## config.mk

```make
export PLATFORM = sky130hd
export DESIGN_NAME = fdm_front_flat
export DESIGN_NICKNAME = d
export VERILOG_FILES = /design/src/hdl/flicker_db_meter_assert.svh /design/src/hdl/fdm_pkg.sv /design/src/hdl/fdm_sample_if.sv /design/src/hdl/fdm_front.sv /design/src/flat_wrapper.sv
export SDC_FILE = /design/constraint.sdc
export NUM_CORES = 1
export LEC_CHECK = 0
export BUFFER_PORTS_ARGS = -buffer_cell sky130_fd_sc_hd__buf_2
export CORE_MARGIN = 8
export CORE_UTILIZATION = 40
export CTS_BUF_LIST = sky130_fd_sc_hd__clkbuf_2 sky130_fd_sc_hd__clkbuf_4 sky130_fd_sc_hd__clkbuf_8
export CTS_CLUSTER_DIAMETER = 150
export CTS_CLUSTER_SIZE = 20
export DETAILED_ROUTE_END_ITERATION = 10
export PLACE_DENSITY = 0.74
export SETUP_SLACK_MARGIN = 0.5
export SLEW_MARGIN = 20
export SYNTH_ARGS = -nofsm -noshare
export SYNTH_HDL_FRONTEND = slang
export SYNTH_SLANG_ARGS = --single-unit
```

## constraint.sdc

```tcl
create_clock -name clk -period 3.09 [get_ports clk]
set_input_delay 0.4635 -clock clk [delete_from_list [all_inputs] [get_ports clk]]
set_output_delay 0.4635 -clock clk [all_outputs]
set_load 0.05 [all_outputs]
```

## src/hdl/flicker_db_meter_assert.svh

```systemverilog
// Assertion macros shared by the flicker meter modules.
// Each macro expects signals named clk and rst in the enclosing module.
`ifndef FLICKER_DB_METER_ASSERT_SVH
`define FLICKER_DB_METER_ASSERT_SVH

// A condition that holds at every clock edge outside reset.
`define FDM_ASSERT_ALWAYS(lbl, cond, msg) \
  lbl: assert property (@(posedge clk) disable iff (rst) (cond)) else $error(msg);

// An antecedent that implies a consequent in the same cycle.
`define FDM_ASSERT_IMPLY(lbl, ante, cons, msg) \
  lbl: assert property (@(posedge clk) disable iff (rst) (ante) |-> (cons)) \
    else $error(msg);

`endif

```

## src/hdl/fdm_pkg.sv

```systemverilog
// Shared types, constants and the threshold table of the flicker meter.
// No dependencies; the modules and interfaces refer to it by scoped names, and the bench imports it.
`timescale 1ns / 1ps

package fdm_pkg;

  localparam int SAMPLE_BITS         = 16;
  localparam int TABLE_ENTRIES       = 47;
  localparam int TABLE_MAX           = 64;
  localparam int WINDOWS_PER_READING = 4;
  localparam int PAIR_ROUNDS         = 5;

  localparam int LUX_W      = 16;
  localparam int CODE_W     = 6;
  localparam int DB_W       = CODE_W + 1;
  localparam int TRY_W      = 3;
  localparam int ROUND_W    = 3;
  localparam int COUNT_W    = 9;
  localparam int EXTRA_W    = 8;
  localparam int MARGIN_W   = 6;
  localparam int CFG_DATA_W = 8;
  localparam int CFG_INDEX_W = 1;
  localparam int THRESH_W   = 16;
  localparam int SUM_W      = SAMPLE_BITS + 1;
  localparam int PROD_W     = SAMPLE_BITS + THRESH_W + 1;

  localparam int FIFO_DEPTH = 4;
  localparam int FIFO_PTR_W = $clog2(FIFO_DEPTH);
  localparam int FIFO_CNT_W = FIFO_PTR_W + 1;

  localparam logic [EXTRA_W-1:0]    EXTRA_RESET   = EXTRA_W'(20);
  localparam logic [MARGIN_W-1:0]   MARGIN_RESET  = MARGIN_W'(3);
  localparam logic [CODE_W-1:0]     RETRY_CODE    = CODE_W'(45);
  localparam logic [CODE_W-1:0]     ZERO_SUM_CODE = CODE_W'(TABLE_ENTRIES - 1);
  localparam logic [TRY_W-1:0]      WINDOW_LIMIT  = TRY_W'(WINDOWS_PER_READING);
  localparam logic [ROUND_W-1:0]    ROUND_LIMIT   = ROUND_W'(PAIR_ROUNDS);
  localparam logic [PROD_W-1:0]     DIFF_SCALE    = PROD_W'(50000);
  localparam logic [FIFO_CNT_W-1:0] FIFO_FULL     = FIFO_CNT_W'(FIFO_DEPTH);

  typedef enum logic [CFG_INDEX_W-1:0] {
    CFG_EXTRA_SAMPLES = 1'b0,
    CFG_AGREE_MARGIN  = 1'b1
  } cfg_index_t;

  // Thresholds in thousandths; entries past the real ones are zero and always met.
  localparam logic [THRESH_W-1:0] THRESH_MILLI [TABLE_MAX] = '{
    16'd54000, 16'd34000, 16'd28000, 16'd24000, 16'd22000, 16'd19230, 16'd17470,
    16'd15380, 16'd13350, 16'd12200, 16'd11110, 16'd9190,  16'd8470,  16'd7620,
    16'd6750,  16'd5650,  16'd5140,  16'd4700,  16'd4540,  16'd3710,  16'd3540,
    16'd2490,  16'd2440,  16'd2380,  16'd2250,  16'd1750,  16'd1670,  16'd1420,
    16'd1280,  16'd1270,  16'd1260,  16'd1250,  16'd1245,  16'd1240,  16'd1230,
    16'd1220,  16'd1200,  16'd1180,  16'd1170,  16'd1160,  16'd1000,  16'd700,
    16'd600,   16'd400,   16'd300,   16'd250,   16'd200,
    16'd0, 16'd0, 16'd0, 16'd0, 16'd0, 16'd0, 16'd0, 16'd0, 16'd0,
    16'd0, 16'd0, 16'd0, 16'd0, 16'd0, 16'd0, 16'd0, 16'd0
  };

  typedef struct packed {
    logic [SAMPLE_BITS-1:0] lo;
    logic [SAMPLE_BITS-1:0] hi;
  } window_t;

  typedef struct packed {
    logic [EXTRA_W-1:0]  extra_samples;
    logic [MARGIN_W-1:0] agree_margin;
  } cfg_t;

endpackage

```

## src/hdl/fdm_sample_if.sv

```systemverilog
// Stream interface for light samples entering the flicker meter.
// Depends on fdm_pkg for the field width.
`timescale 1ns / 1ps

interface fdm_sample_if;
  logic                      valid;
  logic                      ready;
  logic [fdm_pkg::LUX_W-1:0] lux_sample;

  modport source (output valid, output lux_sample, input ready);
  modport sink (input valid, input lux_sample, output ready);
endinterface

```

## src/hdl/fdm_front.sv

```systemverilog
// Front end: takes samples, tracks the window minimum and maximum,
// and pushes each finished window into the queue. Depends on fdm_pkg.
`timescale 1ns / 1ps

module fdm_front (
  input  logic             clk,
  input  logic             rst,
  input  fdm_pkg::cfg_t    cfg,
  fdm_sample_if.sink       samples,
  output logic             push_valid,
  input  logic             push_ready,
  output fdm_pkg::window_t push_data
);

  logic [fdm_pkg::COUNT_W-1:0]     sample_count;
  logic [fdm_pkg::COUNT_W-1:0]     count_inc;
  logic [fdm_pkg::COUNT_W-1:0]     window_len;
  logic [fdm_pkg::SAMPLE_BITS-1:0] window_min;
  logic [fdm_pkg::SAMPLE_BITS-1:0] window_max;
  logic [fdm_pkg::SAMPLE_BITS-1:0] min_next;
  logic [fdm_pkg::SAMPLE_BITS-1:0] max_next;
  logic [fdm_pkg::SAMPLE_BITS-1:0] s;
  logic                            closes;
  logic                            accepted;

  assign s          = samples.lux_sample[fdm_pkg::SAMPLE_BITS-1:0];
  assign count_inc  = sample_count + 1'b1;
  assign window_len = {1'b0, cfg.extra_samples} + 1'b1;
  // Closing depends on state only, so ready never waits on valid.
  assign closes     = (count_inc >= window_len);

  assign samples.ready = !closes || push_ready;
  assign accepted      = samples.valid && samples.ready;

  always_comb begin
    if (sample_count == '0) begin
      min_next = s;
      max_next = s;
    end else begin
      min_next = (s < window_min) ? s : window_min;
      max_next = (s > window_max) ? s : window_max;
    end
  end

  assign push_valid   = samples.valid && closes;
  assign push_data.lo = min_next;
  assign push_data.hi = max_next;

  always_ff @(posedge clk) begin
    if (rst) begin
      sample_count <= '0;
    end else if (accepted) begin
      sample_count <= closes ? '0 : count_inc;
    end
  end

  always_ff @(posedge clk) begin
    if (accepted) begin
      window_min <= min_next;
      window_max <= max_next;
    end
  end

endmodule

```

## src/flat_wrapper.sv

```systemverilog
// flat-port wrapper written by rule: the top's interface ports become plain ports
module fdm_front_flat 
  (clk, rst, cfg, push_valid, push_ready, push_data, samples_valid, samples_lux_sample, samples_ready);
  fdm_sample_if samples_i ();
  input  logic clk;
  input  logic rst;
  input  fdm_pkg::cfg_t cfg;
  output logic push_valid;
  input  logic push_ready;
  output fdm_pkg::window_t push_data;
  input wire logic [$bits(samples_i.valid)-1:0] samples_valid;
  input wire logic [$bits(samples_i.lux_sample)-1:0] samples_lux_sample;
  output wire logic [$bits(samples_i.ready)-1:0] samples_ready;
  assign samples_i.valid = samples_valid;
  assign samples_i.lux_sample = samples_lux_sample;
  assign samples_ready = samples_i.ready;
  fdm_front u_core (.clk(clk), .rst(rst), .cfg(cfg), .samples(samples_i), .push_valid(push_valid), .push_ready(push_ready), .push_data(push_data));
endmodule
```

# Yosys cells after proc, flatten, opt, wreduce, memory -nomap -nowiden
# Cells that the tools add are included.
[classes] reduce_logical=5 magnitude_cmp=3 muxes=5 add_sub_neg=2
[op_table] cell="$mux W16" count=4
[op_table] cell="$gt A16 B16 Y1" count=1
[op_table] cell="$lt A16 B16 Y1" count=1
[op_table] cell="$add A8 B1 Y9 const B" count=1
[op_table] cell="$add A9 B1 Y9 const B" count=1
[op_table] cell="$ge A9 B9 Y1" count=1
[op_table] cell="$logic_not A9 Y1" count=1
[op_table] cell="$mux W9" count=1
[op_table] cell="$logic_and A1 B1 Y1" count=2
[op_table] cell="$logic_not A1 Y1" count=1
[op_table] cell="$logic_or A1 B1 Y1" count=1
[totals] word_cells=18 reg_bits=41

# Depth between registers and ports, before layout
[depth] ltp_word=5 ltp_mapped=11

# Worst setup path after synthesis
# OpenSTA, ideal clock, no wires.
[synth_path] kind="flip-flop to flip-flop" startpoint="register u_core.sample_count[0] in the netlist's numbering" endpoint="register u_core.window_max[0] in the netlist's numbering, enable pin" stages_incl_launch_ff=11 period_less_slack_ns=4.482 path_slack_ns=-1.392 arrival_time_ns=4.096 required_time_ns=2.703 setup_time_ns=0.387 path_cell_list="dfxtp_1 > ha_1 > nand3_1 > nor3_1 > xor2_1 > ha_1 > a21oi_1 > o21ai_0 > a221oi_1 > nand2_1 > inv_1"
[synth_between] elab_chain_cells=5
[synth_lines] item="start, declared" line="fdm_front.sv:15" text="logic [fdm_pkg::COUNT_W-1:0] sample_count;"
[synth_lines] item="start signal, assigned" line="fdm_front.sv:53" text="sample_count <= closes ? '0 : count_inc;"
[synth_lines] item="$add A9 B1 Y9" line="fdm_front.sv:27" text="assign count_inc = sample_count + 1'b1;"
[synth_lines] item="$ge A9 B9 Y1" line="fdm_front.sv:30" text="assign closes = (count_inc >= window_len);"
[synth_lines] item="$logic_not A1 Y1" line="fdm_front.sv:32" text="assign samples.ready = !closes || push_ready;"
[synth_lines] item="$logic_or A1 B1 Y1" line="fdm_front.sv:32"
[synth_lines] item="via samples_ready" line="flat_wrapper.sv:13" text="output wire logic [$bits(samples_i.ready)-1:0] samples_ready;"
[synth_lines] item="$logic_and A1 B1 Y1" line="fdm_front.sv:33" text="assign accepted = samples.valid && samples.ready;"
[synth_lines] item="via u_core.accepted" line="fdm_front.sv:24" text="logic accepted;"
[synth_lines] item="end signal, assigned" line="fdm_front.sv:60" text="window_max <= max_next;"
[synth_lines] item="end, declared" line="fdm_front.sv:19" text="logic [fdm_pkg::SAMPLE_BITS-1:0] window_max;"
# The timed path passes the listed nets, and every way through them passes these cells.
# A chain may end at the register's enable or synchronous reset.

==> summary.txt <==
Rel. slew slack: 71.4%
status: finished, violations left
mux cell area share after synthesis: 12.9%
Vias: 2,732
Max Clock Skew: 0.0154 ns
GRT overflow: 0
Worst setup EP type: primary output
Pleak: 2.29 nW
Initial Utilization: 41.5%
post-route minimum period: 3.20 ns
PwrDens: 392 nW/um^2
Peak VDD IR: 0.238 mV
Worst EP required: 2.63 ns
Final WS setup: -0.115 ns
clk sink count: 41
Placer Congestion: 0.808
Layout area overhead: 69.1%
final WL: 9730 um
initial antenna violation count: 0
Core Util, Final: 70.1%
final setup violating endpoints: 16
DR WL/cell: 18.7 um
# rows: 31
diodes inserted: 0
FFs w/ async S/R, synth: 0%
CTS tree: built
largest family of logic cells by synthesized area: adder cells
Max-Cap Viols: 0
synthesized flop and latch total: 41
compound-cell area share of the yosys netlist: 11.3%
Place WS: -0.0686 ns
final net count: 498
DR DRC count: 0
synthesized instance count: 290
Top FF cell, synth: edfxtp_1
Mapped Area: 3010 um^2
final critical-path share of the clock period: 104%
fin cells: 521
drt pass-1 iters: 4
First DRT Iteration DRCs: 90
Total GRT Usage: 16.8%
layout cells sized above 1: 60.4%
Post-Synthesis Net Count: 367
Synth area leaders: edfxtp_1, ha_1, mux2_2, dfxtp_1, mux2_4
RSZ-0062 raised after global routing: yes
Yosys top cell area share: 32.0%
Final Hold Viols: 0
commonest non-fill, non-tap cell in the layout: buf_4
most area-hungry cell type in the Yosys netlist: edfxtp_1
number of synthesis warnings: 0
CP max FO: 9
syn_area_per_cell: 10.4 um^2
Post-synth EDFFs: 32
Max Fclk: 312 MHz
CP Launch Type: register
Multi-input gate area: 2310 um^2
WP data arrival: 2.74 ns
Die Y: 103 um
xor/xnor share of the synthesized area: 2.33%
Die Area: 10,500 um^2
Seq/Total Area, Yosys: 38.0%
pin count of the biggest net entering global routing: 17
Post-Synth Simple-Gate Area: 11.5%
Clock transition at path regs: 0.10 ns
Die Span X: 103 um
Post-DRT Antenna Nets: 0
register area: 1160 um^2
commonest non-fill, non-tap cells in the layout: buf_4, buf_6, inv_1, edfxtp_1, mux2_4
CTS max path bufs: 2
total CTS buffers: 5
boundary pin count: 68
Port Buffers: 61
Adder-Cell Fraction of Synth Area: 17.9%
H-tree depth: 2
filler instances: 470
floorplan core area: 7250 um^2
worst setup path class: reg2out
worst hold path class: in2reg
detailed placement HPWL: 5640 um
CTS Root Buffer Type: clkbuf_8
clk_lat worst skew: 0.31 ns
Yosys cell types: 39
final hold slack: 0.423 ns
vias in the first global route: 2,831
detailed-route vias per instance: 5.24
measured slew at the worst slew-check pin: 0.424 ns
placed cell count: 473
hold buffer count at CTS: 0
Slew Viols, Final: 0
failing checks: setup timing
first-pass GRT wire length: 13,700 um
final cells by class:
| type | instances | area share [%] |
|---|---|---|
| Sequential cell | 41 | 22.7 |
| Tap cell | 99 | 2.44 |
| Multi-Input combinational cell | 207 | 45.5 |
| Timing Repair Buffer | 127 | 24.1 |
| Inverter | 39 | 3.00 |
| Clock inverter | 3 | 0.911 |
| Clock buffer | 5 | 1.35 |
state kept, by name, indices dropped and copies added, names as in the netlist:
signal / cells
u_core.window_min: 16
u_core.sample_count: 9
u_core.window_max: 16
path summary, 6_finish.rpt:
check / to / cells after the start / start / slack, ns
max: push_data[9] / 10 / u_core.window_max[8] / -0.11
min reg2reg: u_core.sample_count[5] / 1 / u_core.sample_count[5] / 0.54
max reg2reg: u_core.window_min[2] / 14 / u_core.sample_count[0] / 0.20
min: u_core.sample_count[0] / 2 / rst / 0.42
worst max-delay path, cell delays in order (launching register included):
cell       delay (ns)
edfxtp_1         0.40
inv_1            0.09
ha_4             0.26
nand4_1          0.12
or4_4            0.52
a21oi_2          0.12
a2111oi_1        0.06
a21o_1           0.23
buf_8            0.17
mux2_4           0.32
buf_6            0.16
cells in the mapped netlist, types with 3 or more instances:
library cell and number:
xor2_1 6, a21oi_1 26, nor3_1 3, nand2b_1 5
or2_2 3, nor2_1 11, a22oi_1 3, dfxtp_1 9
mux2_4 10, edfxtp_1 32, inv_1 39, mux2_2 21
nand2_1 25, o21ai_0 8, nand4_1 5, nand3_1 8
a21o_1 7, ha_1 43
metal layers:
| layer | GRT usage [%] | wire (um) |
|---|---|---|
| met4 | 7.67 | 289 |
| met2 | 29.0 | 4830 |
| met1 | 19.7 | 4120 |
| met3 | 3.04 | 487 |
| met5 | 0 | 0 |
through the flow:
step	cell area, um^2	TNS [ns]	power (W)
global placement	3900	-0.119	0.00131
floorplan	3300	-1.37	0.00115
CTS	4660	-1.69	0.00193
global route	5080	-5.84	0.00208
detailed placement	3900	-0.976	0.00132
finish	5080	-1.61	0.00199
power breakdown:
part,switching [W],internal [W]
logic,0.000467,0.000395
registers,0.0000279,0.000647
clock network,0.000215,0.000242
total,0.000710,0.00128
timing repair:
item                       CTS  global route
gates cloned                 2             1
setup endpoints to repair   81           101
gates resized for setup    128            58
buffers inserted            21            16
pin swaps                   16            19
logic make-up (layout without fill, tap and decap cells):
family,Yosys count,in the layout
AND/OR/NAND/NOR,71,71
multiplexers,31,31
AO/OA/AOI/OAI,54,54
buffers and inverters,42,174
adder cells (fa/ha/maj),43,43
flip-flops,41,41
XOR/XNOR,8,8
No activity file was read; power rests on OpenSTA's default activity.
