$ cat config.mk
export PLATFORM = sky130hd
export DESIGN_NAME = fdm_fifo
export DESIGN_NICKNAME = d
export VERILOG_FILES = /design/src/hdl/fdm_pkg.sv /design/src/hdl/fdm_fifo.sv
export VERILOG_INCLUDE_DIRS = /design/src /design/src/hdl
export SDC_FILE = /design/constraint.sdc
export NUM_CORES = 1
export LEC_CHECK = 0
export BUFFER_PORTS_ARGS = -buffer_cell sky130_fd_sc_hd__buf_2
export CELL_PAD_IN_SITES_DETAIL_PLACEMENT = 2
export CELL_PAD_IN_SITES_GLOBAL_PLACEMENT = 2
export CORE_MARGIN = 2
export CORE_UTILIZATION = 40
export DETAILED_ROUTE_END_ITERATION = 16
export GPL_TIMING_DRIVEN = 1
export PLACE_DENSITY = 0.71
export RECOVER_POWER = 25
export SYNTH_ARGS = -nofsm -noshare
export SYNTH_HDL_FRONTEND = slang
export SYNTH_SLANG_ARGS = --single-unit
$ cat constraint.sdc
create_clock -name clk -period 1.8 [get_ports clk]
set_input_delay 0.36 -clock clk [delete_from_list [all_inputs] [get_ports clk]]
set_output_delay 0.36 -clock clk [all_outputs]
set_load 0.01 [all_outputs]
$ cat src/hdl/flicker_db_meter_assert.svh
// Assertion macros shared by the flicker meter modules.
// Each macro expects signals named clk and rst in the enclosing module.
`ifndef FLICKER_DB_METER_ASSERT_SVH
`define FLICKER_DB_METER_ASSERT_SVH

// A condition that holds at every clock edge outside reset.
`define FDM_ASSERT_ALWAYS(lbl, cond, msg) \
  lbl: assert property (@(posedge clk) disable iff (rst) (cond)) else $error(msg);

// An antecedent that implies a consequent in the same cycle.
`define FDM_ASSERT_IMPLY(lbl, ante, cons, msg) \
  lbl: assert property (@(posedge clk) disable iff (rst) (ante) |-> (cons)) \
    else $error(msg);

`endif

$ cat src/hdl/fdm_pkg.sv
// Shared types, constants and the threshold table of the flicker meter.
// No dependencies; the modules and interfaces refer to it by scoped names, and the bench imports it.
`timescale 1ns / 1ps

package fdm_pkg;

  localparam int SAMPLE_BITS         = 16;
  localparam int TABLE_ENTRIES       = 47;
  localparam int TABLE_MAX           = 64;
  localparam int WINDOWS_PER_READING = 4;
  localparam int PAIR_ROUNDS         = 5;

  localparam int LUX_W      = 16;
  localparam int CODE_W     = 6;
  localparam int DB_W       = CODE_W + 1;
  localparam int TRY_W      = 3;
  localparam int ROUND_W    = 3;
  localparam int COUNT_W    = 9;
  localparam int EXTRA_W    = 8;
  localparam int MARGIN_W   = 6;
  localparam int CFG_DATA_W = 8;
  localparam int CFG_INDEX_W = 1;
  localparam int THRESH_W   = 16;
  localparam int SUM_W      = SAMPLE_BITS + 1;
  localparam int PROD_W     = SAMPLE_BITS + THRESH_W + 1;

  localparam int FIFO_DEPTH = 4;
  localparam int FIFO_PTR_W = $clog2(FIFO_DEPTH);
  localparam int FIFO_CNT_W = FIFO_PTR_W + 1;

  localparam logic [EXTRA_W-1:0]    EXTRA_RESET   = EXTRA_W'(20);
  localparam logic [MARGIN_W-1:0]   MARGIN_RESET  = MARGIN_W'(3);
  localparam logic [CODE_W-1:0]     RETRY_CODE    = CODE_W'(45);
  localparam logic [CODE_W-1:0]     ZERO_SUM_CODE = CODE_W'(TABLE_ENTRIES - 1);
  localparam logic [TRY_W-1:0]      WINDOW_LIMIT  = TRY_W'(WINDOWS_PER_READING);
  localparam logic [ROUND_W-1:0]    ROUND_LIMIT   = ROUND_W'(PAIR_ROUNDS);
  localparam logic [PROD_W-1:0]     DIFF_SCALE    = PROD_W'(50000);
  localparam logic [FIFO_CNT_W-1:0] FIFO_FULL     = FIFO_CNT_W'(FIFO_DEPTH);

  typedef enum logic [CFG_INDEX_W-1:0] {
    CFG_EXTRA_SAMPLES = 1'b0,
    CFG_AGREE_MARGIN  = 1'b1
  } cfg_index_t;

  // Thresholds in thousandths; entries past the real ones are zero and always met.
  localparam logic [THRESH_W-1:0] THRESH_MILLI [TABLE_MAX] = '{
    16'd54000, 16'd34000, 16'd28000, 16'd24000, 16'd22000, 16'd19230, 16'd17470,
    16'd15380, 16'd13350, 16'd12200, 16'd11110, 16'd9190,  16'd8470,  16'd7620,
    16'd6750,  16'd5650,  16'd5140,  16'd4700,  16'd4540,  16'd3710,  16'd3540,
    16'd2490,  16'd2440,  16'd2380,  16'd2250,  16'd1750,  16'd1670,  16'd1420,
    16'd1280,  16'd1270,  16'd1260,  16'd1250,  16'd1245,  16'd1240,  16'd1230,
    16'd1220,  16'd1200,  16'd1180,  16'd1170,  16'd1160,  16'd1000,  16'd700,
    16'd600,   16'd400,   16'd300,   16'd250,   16'd200,
    16'd0, 16'd0, 16'd0, 16'd0, 16'd0, 16'd0, 16'd0, 16'd0, 16'd0,
    16'd0, 16'd0, 16'd0, 16'd0, 16'd0, 16'd0, 16'd0, 16'd0
  };

  typedef struct packed {
    logic [SAMPLE_BITS-1:0] lo;
    logic [SAMPLE_BITS-1:0] hi;
  } window_t;

  typedef struct packed {
    logic [EXTRA_W-1:0]  extra_samples;
    logic [MARGIN_W-1:0] agree_margin;
  } cfg_t;

endpackage

$ cat src/hdl/fdm_fifo.sv
// Short queue of finished windows between the front and back ends.
// Depends on fdm_pkg for the entry type and depth.
`timescale 1ns / 1ps

`include "flicker_db_meter_assert.svh"

module fdm_fifo (
  input  logic             clk,
  input  logic             rst,
  input  logic             push_valid,
  output logic             push_ready,
  input  fdm_pkg::window_t push_data,
  output logic             pop_valid,
  input  logic             pop_ready,
  output fdm_pkg::window_t pop_data
);

  fdm_pkg::window_t               mem [fdm_pkg::FIFO_DEPTH];
  logic [fdm_pkg::FIFO_PTR_W-1:0] wr_ptr;
  logic [fdm_pkg::FIFO_PTR_W-1:0] rd_ptr;
  logic [fdm_pkg::FIFO_CNT_W-1:0] count;
  logic                           do_push;
  logic                           do_pop;

  assign push_ready = (count != fdm_pkg::FIFO_FULL);
  assign pop_valid  = (count != '0);
  assign pop_data   = mem[rd_ptr];
  assign do_push    = push_valid && push_ready;
  assign do_pop     = pop_valid && pop_ready;

  always_ff @(posedge clk) begin
    if (do_push) begin
      mem[wr_ptr] <= push_data;
    end
  end

  always_ff @(posedge clk) begin
    if (rst) begin
      wr_ptr <= '0;
      rd_ptr <= '0;
      count  <= '0;
    end else begin
      if (do_push) begin
        wr_ptr <= wr_ptr + 1'b1;
      end
      if (do_pop) begin
        rd_ptr <= rd_ptr + 1'b1;
      end
      if (do_push && !do_pop) begin
        count <= count + 1'b1;
      end else if (do_pop && !do_push) begin
        count <= count - 1'b1;
      end
    end
  end

  `FDM_ASSERT_ALWAYS(a_fifo_no_overflow, count <= fdm_pkg::FIFO_FULL, "window queue overflow")

endmodule

Yosys cells after proc, flatten, opt, wreduce, memory -nomap -nowiden

Memory sizes are Yosys's and may differ from the RTL's. A register that Yosys moved wholly into a read port is not among the register bits.
Index checks and enable logic that the tools add are counted.

Word-level logic and storage cells: 23
Register bits: 7
Memories kept: 1
Memory bits (writable): 128
Output and inout bits: 34

Memory list:

| name | words | width | read ports | clocked after Yosys merged registers in | wr ports | RTL line       | RTL |
|---|---|---|---|---|---|---|---|
| mem  | 4     | 32    | 1          | 1                                       | 1        | fdm_fifo.sv:18 | `fdm_pkg::window_t mem [fdm_pkg::FIFO_DEPTH];` |

Reduce and logical (&&, ||, !) cells: 8
Add/subtract/negate cells: 4
Equal/unequal tests: 1
Mux-type cells: 6

Operator list:

| kind                | count |
|---|---|
| $mux 3              | 2 |
| $add 2x1->2 const B | 2 |
| $logic_and 1x1->1   | 4 |
| $mux 2              | 2 |
| $add 3x1->3 const B | 1 |
| $ne 3x3->1 const B  | 1 |
| $reduce_bool 3->1   | 1 |
| $sub 3x1->3 const B | 1 |
| $logic_not 1->1     | 2 |
| $mux 1              | 2 |
| $reduce_bool 2->1   | 1 |

Depth between registers and ports, before layout

Gate-level depths: netlist of run 1.

Depth after elaboration: 6
Mapped depth: 8
Gate-level depth less buffers: 8

Least setup slack after synthesis of run 1

Ideal clock, no wire load.

Kind: flip-flop to flip-flop
Start: register count[0] (netlist name)
End: register count[2] (netlist name)
Data required time: 1.730 ns
Setup slack: -0.221 ns
Arrival: 1.950 ns
Path buffers: 0
Stages on the path, launching flop included: 9
Clock period less this slack: 2.021 ns
Setup time: 0.070 ns
Cell sequence: dfxtp_1 > nor2_1 > a21boi_4 > ha_1 > inv_1 > fa_1 > xor2_1 > or3_1 > a21oi_1

Word-level cells in the longest chain between the ends: 5
Elaborated cells between the ends (all ways): 13
Those cells by class: add/sub: 2; eq/ne: 1; mux: 2; reduce/logical: 8

RTL lines:

| element                     | RTL line       | RTL |
|---|---|---|
| start: declaration          | fdm_fifo.sv:21 | `logic [fdm_pkg::FIFO_CNT_W-1:0] count;` |
| start signal: assignment    | fdm_fifo.sv:50 | `count <= count + 1'b1;` |
| start signal: assignment    | fdm_fifo.sv:52 | `count <= count - 1'b1;` |
| $ne 3x3->1 (*)              | fdm_fifo.sv:25 | `assign push_ready = (count != fdm_pkg::FIFO_FULL);` |
| $logic_and 1x1->1 (*)       | fdm_fifo.sv:28 | `assign do_push = push_valid && push_ready;` |
| named net do_push           | fdm_fifo.sv:22 | `logic do_push;` |
| $logic_not 1->1             | fdm_fifo.sv:51 | `end else if (do_pop && !do_push) begin` |
| $logic_and 1x1->1           | fdm_fifo.sv:51 |  |
| $reduce_bool 2->1 (no line) | n/a            |  |

The timed path passes the listed nets; every way through them passes the cells marked *. The select of a mux whose other input is x is not followed.
A chain may end at the register's enable or synchronous reset.

==> results of run 1 <==
## per-stage QoR
stage / power, mW / instances / setup TNS [ps]
5_1_grt: 10.69 / 505 / -9361
2_1_floorplan: 5.551 / 215 / -48.50
4_1_cts: 10.26 / 502 / -8647
3_5_place_dp: 6.417 / 468 / -127.1
3_3_place_gp: 6.329 / 468 / -41.28
6_report: 10.25 / 506 / -6974
## what timing repair did
item | CTS | global route
pin swaps | 5 | 3
endpoints found under the setup margin | 33 | 34
buffers inserted | 2 | 3
gates resized for setup | 19 | 10
## state kept, by name, summed over array words and instances (netlist names), named ones only
signal  flops
mem       128
count       3
rd_ptr      2
wr_ptr      2
## critical path, cell delays in order, from the launching register on
cell and delay, ps:
dfxtp_4 410, buf_12 170, mux4_2 550, buf_6 140
## metal layers
layer | global-route usage [%] | vias to the layer above
li1 | - | 1101
met4 | 7.003 | 0
met1 | 21.36 | 1304
met5 | 0 | -
met3 | 5.302 | 19
met2 | 30.26 | 72
## placed cells by master, fill, tap and decap left out
cell type and count:
o21ai_0 1, clkbuf_1 22, buf_8 2, buf_2 37, diode_2 1, xor2_1 4, clkbuf_16 17, buf_4 12
clkinv_2 1, and2_2 4, a21boi_4 1, clkinv_1 5, ha_1 4, mux4_2 32, buf_12 9, mux2i_1 2
inv_1 2, nor2_1 7, mux2_1 1, clkinv_4 1, edfxtp_1 128, a21oi_2 1, dfxtp_2 2, fa_2 1
o311ai_1 1, dfxtp_4 3, o31ai_4 1, inv_2 1, nand2b_1 2, dfxtp_1 4, bufinv_16 4, nor2_2 1
or3_1 2, ha_2 1, buf_6 16, nand2_1 1
## report_power, final
part | internal, mW | switching (mW) | leakage [nW]
clock network | 2.29 | 1.24 | 0.287
logic | 1.43 | 1.20 | 0.723
registers | 3.90 | 0.186 | 1.25
## cells by family after synthesis
logic type,share of synthesized area (%)
xor gates and xnor gates,0.6820
muxes,14.79
DFF,78.34
buffers and inverters,1.973
and+or+nand+nor,1.632
adders and majority gates,1.608
AOI/OAI and AO/OA,0.9743
## final cells by class
| class | instances | share of cell area (%) |
|---|---|---|
| Sequential cell | 137 | 60.98 |
| Inverter | 3 | 0.1701 |
| Clock inverter | 11 | 2.305 |
| Clock buffer | 21 | 6.652 |
| Tap cell | 172 | 3.250 |
| Antenna cell | 1 | 0.03779 |
| Multi-Input combinational cell | 67 | 15.53 |
| Timing Repair Buffer | 94 | 11.07 |
## worst min path at each step
stage / cells after the start / endpoint / slack, ps
global placement: 2 / flop / 500
floorplan: 0 / mem[0][0] / 460
detailed placement: 2 / flop / 530
CTS: 1 / mem[3][26] / 140
finish: 1 / mem[1][30] / 170
global route: 1 / mem[3][15] / 170
==> qor.csv, run 1 <==
stage,metric,value,unit
outcome,status,"complete, but fails checks",
outcome,failing checks,setup timing,
logic_synthesis,Synth Cell Area,5136,um^2
logic_synthesis,Seq cells post-synth,137,
timing,final hold viol count,0,
detailed_routing,antenna-violating nets left,0,
global_routing,Congestion Overflow GR,0,
timing,clock period minus worst slack,2057,ps
logic_synthesis,largest area contributor in the netlist,edfxtp_1,
detailed_routing,Max Used Layer,met4,
timing,Fin Hold WS,174.0,ps
detailed_routing,DRT Wirelength,11570,um
hold_path,HP Class,input port to flop,
detailed_routing,Via Count,2496,
logic_synthesis,"Avg Cell Area, Syn",23.89,um^2
logic_synthesis,sequential share of the synthesized area,78.34,%
logic_synthesis,asr flop ratio synth,0,%
clocking,Worst-path clk slew,50,ps
placed_design,Final HPWL DP,6953,um
placed_design,Place WS,-127.1,ps
timing,maximum operating frequency,0.4862,GHz
clocking,hold-fix buffer count after cts,0,
logic_synthesis,top cells by instance count after synthesis,"128 x edfxtp_1, 30 x mux4_2, 9 x dfxtp_1",
detailed_routing,Routed WL per cell,22.87,um
logic_synthesis,top area cells in the synthesized netlist,"edfxtp_1 75%, mux4_2 13%, dfxtp_1 3.5%",
timing,Final WS setup,-256.8,ps
logic_synthesis,Synthesized Nets,257,
clocking,number of CTS-inserted buffers,17,
global_routing,pin count of the biggest net entering global routing,33,
timing,Max Slew Vio Count,0,
placed_design,Placer Congestion,0.7060,
placed_design,Port Buf Inserts,69,
clocking,CTS root buffer,clkbuf_16,
timing,Worst-Margin Slew,291.5,ps
clocking,TritonCTS clock tree,yes,
floorplan,die area,13760,um^2
clocking,Clock Latency Late Sink,420,ps
critical_path,CP startpoint kind,flop,
floorplan,Initial Utilization,40.87,%
cells_and_area,# fillers,1093,
flow_run,max-cap violations,0,
floorplan,I/O pin count,70,
detailed_routing,met2 wire len,5948,um
cells_and_area,share of layout cells above drive strength 1,44.14,%
critical_path,worst reg2reg endpoint,count[2],
detailed_routing,number of DRC markers in iteration 0,123,
global_routing,gr usage total,17.79,%
detailed_routing,met3 WL post-DR,511,um
floorplan,number of cell rows,41,
timing,final setup vio count,33,
cells_and_area,fin area,6621,um^2
critical_path,Worst EP arrival,1700,ps
cells_and_area,fin util,52.68,%
hold_path,Hold Startpoint,push_data[30],
logic_synthesis,synth warn,0,
clocking,Clock Sinks,137,
power_and_ir_drop,maximum VDD drop,0.7278,mV
critical_path,R2R depth,7,
timing,RSZ-0062 raised after global routing,true,
placed_design,DP Area,5888,um^2
logic_synthesis,"EDFF count, synth",128,
cells_and_area,total area of sequential cells,4038,um^2
cells_and_area,Nets,362,
global_routing,first-pass GRT wire length,17490,um
logic_synthesis,Gate Count Post-Synth,215,
logic_synthesis,post-synthesis cell type count,24,
critical_path,R2R Setup Slk,-120,ps
critical_path,Crit Path Class,flop to output port,
floorplan,Die H,117.3,um
clocking,Clock Tree Buf Depth,2,
detailed_routing,via/cell ratio,4.933,
critical_path,CP Capture Point,pop_data[31],
floorplan,core box area,12570,um^2
detailed_routing,M1 WL,4932,um
detailed_routing,drt first pass iters,4,
logic_synthesis,most frequent cell after synthesis,edfxtp_1,
floorplan,die width,117.3,um
timing,Rel. slew slack,80.26,%
cells_and_area,multi-input logic area,1028,um^2
clocking,H-tree depth,4,
timing,fraction of the cycle the final worst path needs,114.3,%
critical_path,R2R Path Start,count[1],
logic_synthesis,Synth top area share,74.84,%
power_and_ir_drop,LEAKAGE,2.259,nW
detailed_routing,drt drc,0,
critical_path,worst endpoint required time,1440,ps
power_and_ir_drop,Power Density,1547,nW/um^2
timing,clk_skew,11.47,ps
critical_path,crit path capture type,output port,
global_routing,initial antenna violation count,1,
global_routing,vias in the first global route,2879,
cells_and_area,area grow syn2layout,28.92,%
critical_path,Max Fanout on Critical Path,11,
logic_synthesis,Synth Flop Type,edfxtp_1,
Note: power is estimated with default switching activity, not from simulation.
==> run 2: changes to the inputs <==
--- a/config.mk
+++ b/config.mk
@@ -13,7 +13,7 @@
 export CORE_UTILIZATION = 40
 export DETAILED_ROUTE_END_ITERATION = 16
 export GPL_TIMING_DRIVEN = 1
-export PLACE_DENSITY = 0.71
+export PLACE_DENSITY_LB_ADDON = 0.1
 export RECOVER_POWER = 25
 export SYNTH_ARGS = -nofsm -noshare
 export SYNTH_HDL_FRONTEND = slang
==> run 2 against run 1 <==
  * The run still ends with setup timing left
  * Worst setup slack improved by 25 ps
  * Via count fell by 1.3%
  * Clock skew down 3.2 ps
  * Critical endpoint is now pop_data[9]
  * Non-clock buffer count is 4 lower
  * Die area unchanged
  * First-iteration DRC count decreased by 4.9%
  * Highest routed layer unchanged
==> qor.csv, run 2 (synthesis gave the netlist of run 1 again) <==
stage,metric,value,unit,change
outcome,status,"complete, but fails checks",,unchanged
outcome,failing checks,setup timing,,unchanged
detailed_routing,Via Count,2464,,was 2496
timing,RSZ-0062 raised after global routing,true,,unchanged
cells_and_area,Nets,358,,was 362
detailed_routing,drt drc,0,,unchanged
detailed_routing,number of DRC markers in iteration 0,117,,was 123
power_and_ir_drop,Power Density,1517,nW/um^2,was 1547 nW/um^2
floorplan,die width,117.3,um,unchanged
timing,Final WS setup,-231.5,ps,was -256.8 ps
placed_design,Placer Congestion,0.7107,,was 0.7060
floorplan,core box area,12570,um^2,unchanged
detailed_routing,drt first pass iters,4,,unchanged
detailed_routing,DRT Wirelength,10700,um,was 11570 um
cells_and_area,number of flip-flops in the largest register,128,,unchanged
cells_and_area,"non-filler cells, final",501,,was 506
timing,clk_skew,8.256,ps,was 11.47 ps
floorplan,Initial Utilization,40.87,%,unchanged
clocking,Clock Sinks,137,,unchanged
critical_path,worst endpoint required time,1440,ps,about the same
clocking,Worst-path clk slew,50,ps,about the same
floorplan,number of cell rows,41,,unchanged
cells_and_area,"most common cell after layout, fill and taps aside",edfxtp_1,,unchanged
power_and_ir_drop,LEAKAGE,2.251,nW,was 2.259 nW
clocking,Clock Tree Buf Depth,2,,unchanged
global_routing,vias in the first global route,2940,,was 2879
placed_design,Final HPWL DP,6596,um,was 6953 um
detailed_routing,via/cell ratio,4.918,,was 4.933
timing,Worst-Margin Slew,314.1,ps,was 291.5 ps
critical_path,Crit Path Class,flop to output port,,unchanged
detailed_routing,antenna-violating nets left,0,,unchanged
cells_and_area,"commonest non-fill, non-tap cells in the layout","128 x edfxtp_1, 32 x mux4_2, 29 x buf_6",,"was 128 x edfxtp_1, 37 x buf_2, 32 x mux4_2"
hold_path,HP Class,input port to flop,,unchanged
floorplan,I/O pin count,70,,unchanged
global_routing,Congestion Overflow GR,0,,unchanged
cells_and_area,Regs by FF count,"mem (128), count (3)",,unchanged
clocking,TritonCTS clock tree,yes,,unchanged
flow_run,max-cap violations,0,,unchanged
cells_and_area,# fillers,1064,,was 1093
cells_and_area,area grow syn2layout,29.26,%,was 28.92%
timing,final hold viol count,0,,unchanged
global_routing,initial antenna violation count,0,,was 1
global_routing,pin count of the biggest net entering global routing,33,,unchanged
timing,Max Slew Vio Count,0,,unchanged
timing,fraction of the cycle the final worst path needs,112.9,%,was 114.3%
clocking,H-tree depth,4,,unchanged
critical_path,crit path capture type,output port,,unchanged
power_and_ir_drop,maximum VDD drop,0.8408,mV,was 0.7278 mV
clocking,hold-fix buffer count after cts,0,,unchanged
clocking,number of CTS-inserted buffers,17,,unchanged
critical_path,CP startpoint kind,flop,,unchanged
placed_design,placed insts,467,,was 468
clocking,Clock Latency Late Sink,420,ps,about the same
timing,maximum operating frequency,0.4923,GHz,was 0.4862 GHz
floorplan,die area,13760,um^2,unchanged
clocking,CTS root buffer,clkbuf_16,,unchanged
power_and_ir_drop,total power,10.07,mW,was 10.25 mW
timing,final setup vio count,33,,unchanged
detailed_routing,Routed WL per cell,21.36,um,was 22.87 um
cells_and_area,share of layout cells above drive strength 1,44.07,%,was 44.14%
timing,clock period minus worst slack,2031,ps,was 2057 ps
floorplan,Die H,117.3,um,unchanged
cells_and_area,most flop-heavy register,mem,,unchanged
cells_and_area,diode count,0,,was 1
global_routing,gr usage total,17.15,%,was 17.79%
timing,Rel. slew slack,78.73,%,was 80.26%
cells_and_area,multi-input logic area,1028,um^2,unchanged
critical_path,Worst EP arrival,1670,ps,was 1700 ps
global_routing,first-pass GRT wire length,17110,um,was 17490 um
placed_design,Port Buf Inserts,69,,unchanged
cells_and_area,fin util,52.82,%,was 52.68%
cells_and_area,total area of sequential cells,4040,um^2,was 4038 um^2
critical_path,Max Fanout on Critical Path,8,,was 11
==> run 2: worst max-delay path, stage by stage, from the launching register on <==
cell and delay [ps]:
dfxtp_4 410, buf_12 160, mux4_2 540, buf_6 140
==> run 2: cell type report <==
cell class,count,share of cell area [%]
clock buffer,21,6.634
clock inverter,11,1.583
inverter,3,0.1696
multi-input combinational,67,15.49
sequential,137,60.86
tap,172,3.242
timing repair buffer,90,12.02
==> run 2: power breakdown <==
part           total [mW]  internal [mW]  switching [mW]  leakage [nW]
sequential           4.07           3.90           0.171          1.25
clock                3.23           2.01            1.22         0.269
combinational        2.77           1.56            1.21         0.732
total                10.1           7.47            2.60          2.25
==> run 2: through the flow <==
| step | instance area (um^2) | hold slack, ps | setup TNS (ps) | setup WS, ps |
|---|---|---|---|---|
| 6_report | 6639 | 170.9 | -6783 | -231.5 |
| 3_3_place_gp | 5906 | 508.9 | -49.92 | -49.92 |
| 3_5_place_dp | 5906 | 528.9 | -91.71 | -91.71 |
| 2_1_floorplan | 5165 | 458.9 | -48.50 | -48.50 |
| 5_1_grt | 6639 | 168.4 | -8709 | -291.0 |
| 4_1_cts | 6671 | 140.5 | -8840 | -321.2 |
==> run 2: timing repair <==
action / in CTS / in global routing
buffers inserted: 2 / 0
gates cloned: 2 / 0
resized for setup: 32 / 10
endpoints found under the setup margin: 34 / 34
pin swaps: 4 / 3
==> run 2: metal layers <==
metal | part of all wire (%) | vias up | track usage (%)
li1 | - | 1096 | -
met1 | 42 | 1291 | 20.83
met2 | 51 | 60 | 28.44
met3 | 4.3 | 17 | 5.156
met4 | 2.0 | 0 | 7.681
met5 | 0 | - | 0
==> run 2: path summary, 6_finish.rpt <==
kind | from | endpoint | slack [ps] | cells past startpoint
worst max-delay path | flop | pop_data[9] | -230 | 3
worst min-delay path | push_data[2] | mem[2][2] | 170 | 1
worst min register to register | rd_ptr[1] | flop | 540 | 2
worst max register to register | count[1] | count[2] | -90 | 7
==> run 3: changes to the inputs <==
--- a/config.mk
+++ b/config.mk
@@ -15,6 +15,8 @@
 export GPL_TIMING_DRIVEN = 1
 export PLACE_DENSITY_LB_ADDON = 0.1
 export RECOVER_POWER = 25
+export REMOVE_ABC_BUFFERS = 1
+export SETUP_SLACK_MARGIN = 0.15
 export SYNTH_ARGS = -nofsm -noshare
 export SYNTH_HDL_FRONTEND = slang
 export SYNTH_SLANG_ARGS = --single-unit
==> run 3 against run 2 <==
  * Worst hold slack improved by 3.4 ps
  * Register-to-register slack lost 60 ps
  * Via count up 1.8%
  * The flow still finishes with violations (setup timing)
  * Clock skew down 2.7 ps
  * Fmax is 0.54% higher
  * Largest cell class unchanged
  * Non-clock buffer count increased by 11
  * Clock-buffer cell count grew 7
==> qor.csv, run 3 (synthesis gave the netlist of run 1 again) <==
stage,metric,value,unit,change
outcome,status,"complete, but fails checks",,unchanged
outcome,failing checks,setup timing,,unchanged
power_and_ir_drop,maximum VDD drop,0.8753,mV,was 0.8408 mV
critical_path,Worst EP arrival,1660,ps,was 1670 ps
clocking,TritonCTS clock tree,yes,,unchanged
critical_path,Max Fanout on Critical Path,12,,was 8
detailed_routing,Max Used Layer,met4,,unchanged
clocking,Clock Sinks,137,,unchanged
power_and_ir_drop,LEAKAGE,2.275,nW,was 2.251 nW
timing,Worst-Margin Slew,299.0,ps,was 314.1 ps
power_and_ir_drop,Clk pwr share,31.6,%,was 32.1%
global_routing,first-pass GRT wire length,17640,um,was 17110 um
timing,clock period minus worst slack,2020,ps,was 2031 ps
timing,Setup TNS Final,-6253,ps,was -6783 ps
timing,final setup vio count,34,,was 33
power_and_ir_drop,sw power,2.566,mW,was 2.603 mW
critical_path,worst reg2reg endpoint,count[2],,unchanged
critical_path,CP startpoint kind,flop,,unchanged
placed_design,DP Area,5907,um^2,was 5906 um^2
detailed_routing,Via Count,2509,,was 2464
timing,Max Slew Vio Count,0,,unchanged
critical_path,Crit path max-delay family,multiplexers,,unchanged
cells_and_area,"non-filler cells, final",512,,was 501
placed_design,placed insts,472,,was 467
critical_path,WP depth,3,,unchanged
timing,RSZ-0062 raised after global routing,true,,unchanged
clocking,Clock Tree Buf Depth,2,,unchanged
cells_and_area,diode count,0,,unchanged
cells_and_area,"most common cell after layout, fill and taps aside",edfxtp_1,,unchanged
cells_and_area,number of flip-flops in the largest register,128,,unchanged
critical_path,crit path capture type,output port,,unchanged
timing,fraction of the cycle the final worst path needs,112.2,%,was 112.9%
detailed_routing,drt drc,0,,unchanged
clocking,Clock Latency Late Sink,410,ps,was 420 ps
cells_and_area,total area of sequential cells,4040,um^2,unchanged
cells_and_area,multi-input logic area,1032,um^2,was 1028 um^2
power_and_ir_drop,switching share of total power,25.79,%,was 25.85%
cells_and_area,share of layout cells above drive strength 1,44.41,%,was 44.07%
critical_path,Crit Path Class,flop to output port,,unchanged
global_routing,vias in the first global route,2898,,was 2940
detailed_routing,DRT Wirelength,11150,um,was 10700 um
floorplan,core box area,12570,um^2,unchanged
timing,Rel. slew slack,79.75,%,was 78.73%
floorplan,die width,117.3,um,unchanged
cells_and_area,"commonest non-fill, non-tap cells in the layout","128 x edfxtp_1, 32 x mux4_2, 30 x buf_2",,"was 128 x edfxtp_1, 32 x mux4_2, 29 x buf_6"
timing,Final WS setup,-220.5,ps,was -231.5 ps
floorplan,I/O pin count,70,,unchanged
clocking,number of CTS-inserted buffers,17,,unchanged
global_routing,gr usage total,17.74,%,was 17.15%
critical_path,largest stage delay on the critical path,520,ps,was 540 ps
critical_path,CP Capture Point,pop_data[5],,was pop_data[9]
power_and_ir_drop,internal power component,7.385,mW,was 7.467 mW
clocking,Worst-path clk slew,50,ps,about the same
timing,maximum operating frequency,0.4949,GHz,was 0.4923 GHz
cells_and_area,Regs by FF count,"mem (128), count (3)",,unchanged
placed_design,Port Buf Inserts,69,,unchanged
critical_path,critical path's slowest cell,mux4_2,,unchanged
clocking,CTS root buffer,clkbuf_16,,unchanged
detailed_routing,Routed WL per cell,21.78,um,was 21.36 um
cells_and_area,# fillers,1105,,was 1064
flow_run,max-cap violations,0,,unchanged
detailed_routing,via/cell ratio,4.900,,was 4.918
detailed_routing,M1 WL,4576,um,was 4545 um
power_and_ir_drop,combinational share of power,27.5,%,about the same
cells_and_area,area grow syn2layout,29.21,%,was 29.26%
clocking,H-tree depth,4,,unchanged
timing,final hold viol count,0,,unchanged
floorplan,Die H,117.3,um,unchanged
timing,clk_skew,5.522,ps,was 8.256 ps
hold_path,HP Class,input port to flop,,unchanged
global_routing,pin count of the biggest net entering global routing,23,,was 33
critical_path,R2R Path Start,count[2],,was count[1]
cells_and_area,Nets,369,,was 358
critical_path,worst endpoint required time,1440,ps,about the same
detailed_routing,number of DRC markers in iteration 0,194,,was 117
cells_and_area,most flop-heavy register,mem,,unchanged
placed_design,Place WS,-232.8,ps,was -91.71 ps
critical_path,Buf/Inv on CP,2,,unchanged
detailed_routing,met3 WL post-DR,440,um,was 459 um
timing,Fin Hold WS,174.3,ps,was 170.9 ps
detailed_routing,met2 wire len,6013,um,was 5476 um
critical_path,"Cell Chain, Critical Path",buf_12 > mux4_2 > buf_2,,was buf_12 > mux4_2 > buf_6
floorplan,number of cell rows,41,,unchanged
detailed_routing,drt first pass iters,4,,unchanged
floorplan,Initial Utilization,40.87,%,unchanged
power_and_ir_drop,total power,9.951,mW,was 10.07 mW
power_and_ir_drop,Flop pwr share,40.9,%,was 40.4%
detailed_routing,antenna-violating nets left,0,,unchanged
critical_path,R2R depth,7,,unchanged
placed_design,Final HPWL DP,7058,um,was 6596 um
placed_design,Placer Congestion,0.6635,,was 0.7107
clocking,hold-fix buffer count after cts,0,,unchanged
global_routing,initial antenna violation count,0,,unchanged
power_and_ir_drop,Power Density,1499,nW/um^2,was 1517 nW/um^2
cells_and_area,fin util,52.80,%,was 52.82%
cells_and_area,fin area,6636,um^2,was 6639 um^2
global_routing,Congestion Overflow GR,0,,unchanged
floorplan,die area,13760,um^2,unchanged
critical_path,R2R Setup Slk,-150,ps,was -90 ps
run 3: cell types whose count changed in the layout (fill, tap and decap cells not counted), moves of 2 or more:
cell	before	now
buf_6	29	21
clkinv_2	6	2
buf_2	24	30
clkbuf_1	23	29
clkbuf_8	0	2
buf_4	6	20
buf_12	11	9
run 3: area by class of cell:
| class | count | area share, % |
|---|---|---|
| clock buffers | 28 | 7.334 |
| clock inverters | 4 | 0.6599 |
| inverters | 3 | 0.1697 |
| multi-input cells | 67 | 15.55 |
| flip-flops and latches | 137 | 60.88 |
| well taps | 172 | 3.243 |
| repair buffers | 101 | 12.16 |
run 3: metal layers:
layer,GRT usage (%),up-vias
li1,-,1120
met1,21.68,1325
met2,30.01,54
met3,5.739,10
met4,5.798,0
met5,0,-
run 3: power by group through the flow:
stage / logic [mW] / clock network, mW / registers, mW
after floorplan: 1.14 / 0 / 4.21
after global placement: 2.35 / 0 / 4.06
after detailed placement: 2.39 / 0 / 4.10
after CTS: 2.67 / 3.22 / 4.07
after global routing: 2.96 / 3.37 / 4.11
final: 2.74 / 3.14 / 4.07
run 3: how the worst min path moves through the flow:
stage | startpoint | cells past startpoint | endpoint | slack [ps]
2_1_floorplan | rst | 1 | count[2] | 430
3_3_place_gp | wr_ptr[1] | 2 | wr_ptr[1] | 500
3_5_place_dp | rd_ptr[1] | 2 | flop | 540
4_1_cts | push_data[29] | 1 | mem[0][29] | 150
5_1_grt | push_data[18] | 1 | mem[1][18] | 160
6_report | push_data[7] | 1 | mem[1][7] | 170
run 3: repair_timing:
item	CTS	global route
gates cloned	0	0
gates resized for setup	29	10
endpoints found under the setup margin	46	35
buffers inserted	5	3
pin swaps	6	3
